===== config.mk =====
export PLATFORM = sky130hd
export DESIGN_NAME = hysteresis_period_frequency_meter
export DESIGN_NICKNAME = d
export VERILOG_FILES = /design/src/hw/rtl/hpfm_pkg.sv /design/src/hw/rtl/hpfm_sub.sv /design/src/hw/rtl/hysteresis_period_frequency_meter.sv
export SDC_FILE = /design/constraint.sdc
export NUM_CORES = 1
export LEC_CHECK = 0
export BUFFER_PORTS_ARGS = -buffer_cell sky130_fd_sc_hd__buf_2
export CAP_MARGIN = 20
export CORE_MARGIN = 4
export CORE_UTILIZATION = 39
export DETAILED_ROUTE_END_ITERATION = 7
export PLACE_DENSITY = 0.68
export SYNTH_ARGS = -nofsm -noshare
export SYNTH_HDL_FRONTEND = slang
export SYNTH_SLANG_ARGS = --single-unit

===== constraint.sdc =====
create_clock -name clock -period 8 [get_ports clock]
set_input_delay 1.2 -clock clock [delete_from_list [all_inputs] [get_ports clock]]
set_output_delay 1.2 -clock clock [all_outputs]
set_load 0.005 [all_outputs]

===== src/hw/rtl/hpfm_pkg.sv =====
`default_nettype none

package hpfm_pkg;

   // fixed field widths
   localparam int HYST_W     = 23;
   localparam int RATE_W     = 19;
   localparam int PERIOD_W   = 16;
   localparam int FREQ_W     = 19;
   localparam int CSR_IDX_W  = 8;
   localparam int CSR_DATA_W = 32;

   // parameter defaults
   localparam int DEF_COUNT_WIDTH  = 16;
   localparam int DEF_SAMPLE_WIDTH = 24;

   // register reset values and the period limit
   localparam logic [HYST_W-1:0]   HYST_RESET = 23'd50;
   localparam logic [RATE_W-1:0]   RATE_RESET = 19'd44100;
   localparam logic [PERIOD_W-1:0] PERIOD_MAX = 16'hFFFF;

   // register indexes
   localparam logic [CSR_IDX_W-1:0] REG_HYSTERESIS = 8'd0;
   localparam logic [CSR_IDX_W-1:0] REG_RATE       = 8'd1;

   // flags of the shared subtractor
   typedef struct packed {
      logic neg;
      logic zero;
   } sub_flags_type;

endpackage

`default_nettype wire


===== src/hw/rtl/hpfm_sub.sv =====
`default_nettype none

module hpfm_sub
   import hpfm_pkg::*;
#(
   parameter int WIDTH = 34
) (
   input  wire logic [WIDTH-1:0] op_a,
   input  wire logic [WIDTH-1:0] op_b,
   output logic      [WIDTH-1:0] diff,
   output sub_flags_type         flags
);

   always_comb begin
      diff       = op_a - op_b;
      flags.neg  = diff[WIDTH-1];
      flags.zero = (diff == '0);
   end

endmodule

`default_nettype wire


===== src/hw/rtl/hysteresis_period_frequency_meter.sv =====
`default_nettype none

// Peak/valley hysteresis frequency meter. Each request carries one signed audio
// sample. The block follows the running peak (rising) or valley (falling) and
// flips direction once a sample moves more than the hysteresis register away
// from that extremum. On every falling-to-rising turn it returns one response:
// the sample count since the previous turn (saturated to 16 bits) and the
// rate register divided by that count, truncated (zero for a count of zero).
// Samples that cause no turn return nothing. All work runs through a single
// shared subtractor under a small sequencer: an accepted sample goes through
// a direction test and, if needed, a hysteresis test, one subtract each,
// before the block is ready again; a turn adds a restoring division, one
// quotient bit per cycle, and then loads the response register. A finished
// response waits in its own register, so the next request is taken while
// it is still stalled; only the next turn waits for it to leave.
// Configuration writes are always accepted and must be made while idle.

module hysteresis_period_frequency_meter
   import hpfm_pkg::*;
#(
   parameter int COUNT_WIDTH  = DEF_COUNT_WIDTH,
   parameter int SAMPLE_WIDTH = DEF_SAMPLE_WIDTH
) (
   input  wire logic                    clock,
   input  wire logic                    reset,

   input  wire logic                    req_valid,
   output logic                         req_stall,
   input  wire logic [SAMPLE_WIDTH-1:0] req_sample,

   output logic                         rsp_valid,
   input  wire logic                    rsp_stall,
   output logic      [PERIOD_W-1:0]     rsp_period_samples,
   output logic      [FREQ_W-1:0]       rsp_frequency_hz,

   input  wire logic                    csr_valid,
   output logic                         csr_ready,
   input  wire logic [CSR_IDX_W-1:0]    csr_index,
   input  wire logic [CSR_DATA_W-1:0]   csr_data
);

   localparam int RANGE_W = (RATE_W > COUNT_WIDTH) ? RATE_W : COUNT_WIDTH;
   localparam int REM_W   = RANGE_W + 1;
   localparam int UNIT_W0 = (SAMPLE_WIDTH + 2 > HYST_W + 1) ? SAMPLE_WIDTH + 2 : HYST_W + 1;
   localparam int UNIT_W  = (UNIT_W0 > REM_W + 1) ? UNIT_W0 : REM_W + 1;
   localparam int CMP_W   = (COUNT_WIDTH > PERIOD_W) ? COUNT_WIDTH : PERIOD_W;
   localparam int STEP_W  = $clog2(RATE_W);

   localparam logic [2:0] S_IDLE = 3'd0;
   localparam logic [2:0] S_DIFF = 3'd1;
   localparam logic [2:0] S_HYST = 3'd2;
   localparam logic [2:0] S_DIV  = 3'd3;
   localparam logic [2:0] S_DONE = 3'd4;

   logic [2:0]               state_ff, state_in;
   logic [HYST_W-1:0]        hyst_ff, hyst_in;
   logic [RATE_W-1:0]        rate_ff, rate_in;
   logic                     rising_ff, rising_in;
   logic [SAMPLE_WIDTH-1:0]  peak_ff, peak_in;
   logic [SAMPLE_WIDTH-1:0]  valley_ff, valley_in;
   logic [COUNT_WIDTH-1:0]   count_ff, count_in;
   logic [SAMPLE_WIDTH-1:0]  smp_ff, smp_in;
   logic [UNIT_W-1:0]        diff_ff, diff_in;
   logic [REM_W-1:0]         rem_ff, rem_in;
   logic [RATE_W-1:0]        quo_ff, quo_in;
   logic [COUNT_WIDTH-1:0]   divisor_ff, divisor_in;
   logic [STEP_W-1:0]        step_ff, step_in;
   logic                     rsp_valid_ff, rsp_valid_in;
   logic [PERIOD_W-1:0]      period_ff, period_in;
   logic [FREQ_W-1:0]        freq_ff, freq_in;

   logic [UNIT_W-1:0]        op_a, op_b, unit_diff;
   sub_flags_type            unit_flags;
   logic [UNIT_W-1:0]        smp_ext, peak_ext, valley_ext;
   logic [REM_W-1:0]         rem_shift;
   logic [COUNT_WIDTH-1:0]   count_inc;
   logic [CMP_W-1:0]         cnt_wide;

   hpfm_sub #(
      .WIDTH (UNIT_W)
   ) u_sub (
      .op_a  (op_a),
      .op_b  (op_b),
      .diff  (unit_diff),
      .flags (unit_flags)
   );

   assign smp_ext    = {{(UNIT_W-SAMPLE_WIDTH){smp_ff[SAMPLE_WIDTH-1]}}, smp_ff};
   assign peak_ext   = {{(UNIT_W-SAMPLE_WIDTH){peak_ff[SAMPLE_WIDTH-1]}}, peak_ff};
   assign valley_ext = {{(UNIT_W-SAMPLE_WIDTH){valley_ff[SAMPLE_WIDTH-1]}}, valley_ff};
   assign rem_shift  = {rem_ff[REM_W-2:0], quo_ff[RATE_W-1]};
   assign count_inc  = (count_ff == '1) ? count_ff : count_ff + COUNT_WIDTH'(1);
   assign cnt_wide   = CMP_W'(divisor_ff);

   // operand selection for the shared subtractor
   always_comb begin
      op_a = '0;
      op_b = '0;
      case (state_ff)
         S_DIFF: begin
            // distance moved back from the extremum, zero or negative means a new extremum
            if (rising_ff) begin
               op_a = peak_ext;
               op_b = smp_ext;
            end else begin
               op_a = smp_ext;
               op_b = valley_ext;
            end
         end
         S_HYST: begin
            // negative means the swing exceeds the hysteresis
            op_a = UNIT_W'(hyst_ff);
            op_b = diff_ff;
         end
         S_DIV: begin
            op_a = UNIT_W'(rem_shift);
            op_b = UNIT_W'(divisor_ff);
         end
         default: begin
            op_a = '0;
            op_b = '0;
         end
      endcase
   end

   always_comb begin
      state_in     = state_ff;
      hyst_in      = hyst_ff;
      rate_in      = rate_ff;
      rising_in    = rising_ff;
      peak_in      = peak_ff;
      valley_in    = valley_ff;
      count_in     = count_ff;
      smp_in       = smp_ff;
      diff_in      = diff_ff;
      rem_in       = rem_ff;
      quo_in       = quo_ff;
      divisor_in   = divisor_ff;
      step_in      = step_ff;
      rsp_valid_in = rsp_valid_ff;
      period_in    = period_ff;
      freq_in      = freq_ff;

      if (csr_valid) begin
         if (csr_index == REG_HYSTERESIS) begin
            hyst_in = csr_data[HYST_W-1:0];
         end else if (csr_index == REG_RATE) begin
            rate_in = csr_data[RATE_W-1:0];
         end
      end

      if (rsp_valid_ff && !rsp_stall) begin
         rsp_valid_in = 1'b0;
      end

      case (state_ff)
         S_IDLE: begin
            if (req_valid) begin
               smp_in   = req_sample;
               state_in = S_DIFF;
            end
         end
         S_DIFF: begin
            if (unit_flags.neg || unit_flags.zero) begin
               // new extremum in the current direction
               if (rising_ff) begin
                  peak_in = smp_ff;
               end else begin
                  valley_in = smp_ff;
               end
               count_in = count_inc;
               state_in = S_IDLE;
            end else begin
               diff_in  = unit_diff;
               state_in = S_HYST;
            end
         end
         S_HYST: begin
            if (!unit_flags.neg) begin
               count_in = count_inc;
               state_in = S_IDLE;
            end else if (rising_ff) begin
               rising_in = 1'b0;
               valley_in = smp_ff;
               count_in  = count_inc;
               state_in  = S_IDLE;
            end else begin
               // falling-to-rising turn: start the division
               rising_in  = 1'b1;
               peak_in    = smp_ff;
               divisor_in = count_ff;
               count_in   = '0;
               rem_in     = '0;
               quo_in     = rate_ff;
               step_in    = '0;
               state_in   = S_DIV;
            end
         end
         S_DIV: begin
            if (unit_flags.neg) begin
               rem_in = rem_shift;
            end else begin
               rem_in = unit_diff[REM_W-1:0];
            end
            quo_in  = {quo_ff[RATE_W-2:0], !unit_flags.neg};
            step_in = step_ff + STEP_W'(1);
            if (step_ff == STEP_W'(RATE_W - 1)) begin
               state_in = S_DONE;
            end
         end
         S_DONE: begin
            if (!rsp_valid_ff || !rsp_stall) begin
               rsp_valid_in = 1'b1;
               if (cnt_wide > CMP_W'(PERIOD_MAX)) begin
                  period_in = PERIOD_MAX;
               end else begin
                  period_in = PERIOD_W'(cnt_wide);
               end
               freq_in  = (divisor_ff == '0) ? '0 : FREQ_W'(quo_ff);
               state_in = S_IDLE;
            end
         end
         default: begin
            state_in = S_IDLE;
         end
      endcase
   end

   always_ff @(posedge clock) begin
      if (reset) begin
         state_ff     <= S_IDLE;
         hyst_ff      <= HYST_RESET;
         rate_ff      <= RATE_RESET;
         rising_ff    <= 1'b1;
         peak_ff      <= '0;
         valley_ff    <= '0;
         count_ff     <= '0;
         step_ff      <= '0;
         rsp_valid_ff <= 1'b0;
      end else begin
         state_ff     <= state_in;
         hyst_ff      <= hyst_in;
         rate_ff      <= rate_in;
         rising_ff    <= rising_in;
         peak_ff      <= peak_in;
         valley_ff    <= valley_in;
         count_ff     <= count_in;
         step_ff      <= step_in;
         rsp_valid_ff <= rsp_valid_in;
      end
   end

   always_ff @(posedge clock) begin
      smp_ff     <= smp_in;
      diff_ff    <= diff_in;
      rem_ff     <= rem_in;
      quo_ff     <= quo_in;
      divisor_ff <= divisor_in;
      period_ff  <= period_in;
      freq_ff    <= freq_in;
   end

   assign req_stall          = (state_ff != S_IDLE);
   assign rsp_valid          = rsp_valid_ff;
   assign rsp_period_samples = period_ff;
   assign rsp_frequency_hz   = freq_ff;
   assign csr_ready          = 1'b1;

endmodule

`default_nettype wire


==> metrics.txt <==
status=finished clean; leakage power=5.84 nW; CTS resizes=0; synth unique cells=75; Syn. warnings=0; Die Ht=189 um; crit-path cells=buf_4 -> nand2b_1 -> nand2b_1 -> nor2_1 -> a21oi_1 -> ha_1 -> a21oi_1 -> o21a_1 -> o31ai_1 -> or3_1 -> a221o_1 -> xor2_2 -> buf_4 -> inv_2 -> o2111a_2 -> nand4_1 -> xor2_1 -> nor2_1; Crit Reg-Reg Startpoint=state_ff[1]$_SDFFE_PP0P_; Final setup viols=0; Sink Count=255; Die W=189 um; post-route minimum period=6.31 ns; Iter 0 DRT Violations=865; final net count=1418; global-route wire length before repair=50500 um; layout cells sized above 1=18.5%; Critical R2R Capture=step_ff[3]$_SDFFE_PP0P_; sequential fraction of the synthesis area=50.8%; area of the multi-input gates=5930 um^2; Yosys reg bits=255; GPL Wtd Cong=0.954; Worst-path clk slew=0.07 ns; worst-skew pair later-pin latency=0.56 ns; fin crit share=78.9%; fin area=14700 um^2; WL per Instance=17.9 um; placed cell areas=13700 um^2; Top Family by Delay on Critical Path=compound AO/OA/AOI/OAI gates; max-cap check violation count=0; number of routed nets with antenna violations=0; Req. time, crit path=8.44 ns; final WL=31900 um; CP Capture Type=flip-flop; CP arrival=6.75 ns; most area-hungry cell type in the Yosys netlist=edfxtp_1; Synth area leaders=edfxtp_1 (33%), dfxtp_1 (18%), mux2i_1 (9.2%); Synth async-reset ratio=0%; I/O Buffers=96; register area=6500 um^2; Worst Path Max Fanout=43; startpoint types=flip-flop; root buffer cell=clkbuf_16; hpwl dp=23100 um; Slew Limit Headroom=27.7%; H-tree depth=1; die area=35700 um^2; Post-synth top cells=nor2_1 (147), edfxtp_1 (139), mux2i_1 (117); FMAX=0.158 GHz; Post-synth EDFFs=139; hold path start=count_ff[5]$_SDFFE_PP0P_; CP max stage delay=0.98 ns; count leader, synth=nor2_1; Final Util=45.3%; r2r worst-path depth=18; Final Skew=0.0159 ns; Hold Worst Slack=0.469 ns; Hold Path Class=flip-flop to flip-flop; Longest Clk Path Bufs=3; area growth from synthesis to final layout=15.0%; # fillers=3014; IO Pins=107; R2R Setup Slk=1.69 ns; via density per instance=5.34; maximum vdd drop=0.000170 V; Worst-Margin Slew=1.09 ns; Starting Density=39.4%; core area=32500 um^2; slowest cell on the critical path=o2111a_2; Ant. Diodes=0; Final Max Slew Viols=0; setup bufs post-CTS=0; TritonRoute pass-1 iters=5; gr usage total=17.3%; Mapped Cells=1250; Post-Syn Area=12800 um^2; DRC viols=0; CTS Buf Count=27; row count=66; vias in the first global route=9100; GR Overflow Total=0; hold depth=0; hold endpoint=cnt_wide[5]$_DFFE_PP_; post-synthesis net count=1348; Buf/Inv on CP=3; Vias=9521; top_reg_cell synth=edfxtp_1; RSZ-0062 raised after global routing=no; setup TNS=0 ns; CTS Hold Bufs=0; pin count of the biggest net entering global routing=88; Synth Area per Inst=10.2 um^2; Crit Path Category=flip-flop to flip-flop; Final Hold Fails=0; initial antenna violation count=0; CTS tree=done; Pwr Density=255 nW/um^2; area fraction of the dominant cell type after synthesis=32.6%
through the flow:
step | power [mW] | worst slack (ns) | instances
global placement | 2.40 | 1.88 | 1730
global route | 3.92 | 1.24 | 1783
detailed placement | 2.41 | 1.75 | 1730
finish | 3.74 | 1.69 | 1783
floorplan | 2.15 | 2.46 | 1250
CTS | 3.77 | 1.73 | 1780
per-layer routing:
layer | part of all wire (%) | global-route usage [%] | vias up
li1 | - | - | 4703
met1 | 48 | 26.1 | 4492
met2 | 44 | 26.4 | 292
met3 | 7.2 | 2.91 | 34
met4 | 1.5 | 3.56 | 0
met5 | 0 | 0 | -
worst register-to-register path, stage by stage (launching register included):
cell and delay [ns]:
dfxtp_1 0.31, buf_4 0.36, nand2b_1 0.52, nand2b_1 0.59, nor2_1 0.12, a21oi_1 0.15
ha_1 0.34, a21oi_1 0.34, o21a_1 0.20, o31ai_1 0.10, or3_1 0.46, a221o_1 0.36
xor2_2 0.18, buf_4 0.24, inv_2 0.41, o2111a_2 0.98, nand4_1 0.26, xor2_1 0.22
nor2_1 0.06
logic make-up (layout without fill, tap and decap cells):
| logic type | after synthesis | in the layout | synth area share (%) |
|---|---|---|---|
| buffers and inverters | 95 | 186 | 3.06 |
| AOI/OAI and AO/OA | 263 | 263 | 12.6 |
| and+or+nand+nor | 418 | 418 | 15.3 |
| muxes | 174 | 174 | 14.2 |
| DFF | 255 | 255 | 50.8 |
| other | 1 | 1 | 0.0293 |
| xor gates and xnor gates | 15 | 15 | 1.09 |
| adders and majority gates | 29 | 29 | 2.90 |
cell usage in the layout (no fill, tap or decap), types with 6 or more instances in the layout:
master,n
a211oi_1,10
a21o_1,10
a21oi_1,108
a31oi_1,6
and2_1,30
and3_1,7
buf_2,96
buf_4,19
clkbuf_16,28
dfxtp_1,115
edfxtp_1,139
ha_1,28
inv_1,17
mux2_2,57
mux2i_1,117
nand2_1,115
nand2b_1,6
nand3_1,37
nand4_1,10
nor2_1,145
nor3_1,17
nor4_1,7
o21a_1,7
o21ai_0,56
o21ai_1,10
o31ai_1,13
or3_1,11
or4_1,10
xor2_1,8
worst max-delay path by stage:
stage	from	endpoint	slack, ns	cells past startpoint
6_report	state_ff[1]$_SDFFE_PP0P_	step_ff[3]$_SDFFE_PP0P_	1.69	18
3_3_place_gp	state_ff[1]$_SDFFE_PP0P_	step_ff[3]$_SDFFE_PP0P_	1.88	18
4_1_cts	state_ff[1]$_SDFFE_PP0P_	step_ff[3]$_SDFFE_PP0P_	1.73	18
5_1_grt	state_ff[1]$_SDFFE_PP0P_	step_ff[3]$_SDFFE_PP0P_	1.24	18
3_5_place_dp	state_ff[1]$_SDFFE_PP0P_	step_ff[3]$_SDFFE_PP0P_	1.75	18
2_1_floorplan	rising_ff$_SDFFE_PP1P_	diff_ff[0]$_DFFE_PP_	2.46	16
registers in the layout (all words and copies together), names as in the netlist, 3 cells and up:
| signal | flops |
|---|---|
| rate_ff | 19 |
| cnt_wide | 16 |
| rsp_frequency_hz | 19 |
| step_ff | 5 |
| peak_ff | 24 |
| state_ff | 3 |
| count_ff | 16 |
| hyst_ff | 23 |
| quo_ff | 19 |
| smp_ff | 24 |
| valley_ff | 24 |
| diff_ff | 26 |
| rem_ff | 19 |
| rsp_period_samples | 16 |
power breakdown:
group	switching (mW)	internal, mW
Sequential	0.0335	1.47
Clock	0.528	0.837
Combinational	0.569	0.306
Total	1.13	2.61
final cells by class:
type,instances,area share [%]
inverter,19,0.485
tap,442,3.76
clock buffer,36,5.17
sequential,255,44.2
timing repair buffer,117,4.56
multi-input combinational,900,40.3
clock inverter,14,1.51
Note: power is estimated with default switching activity, not from simulation.
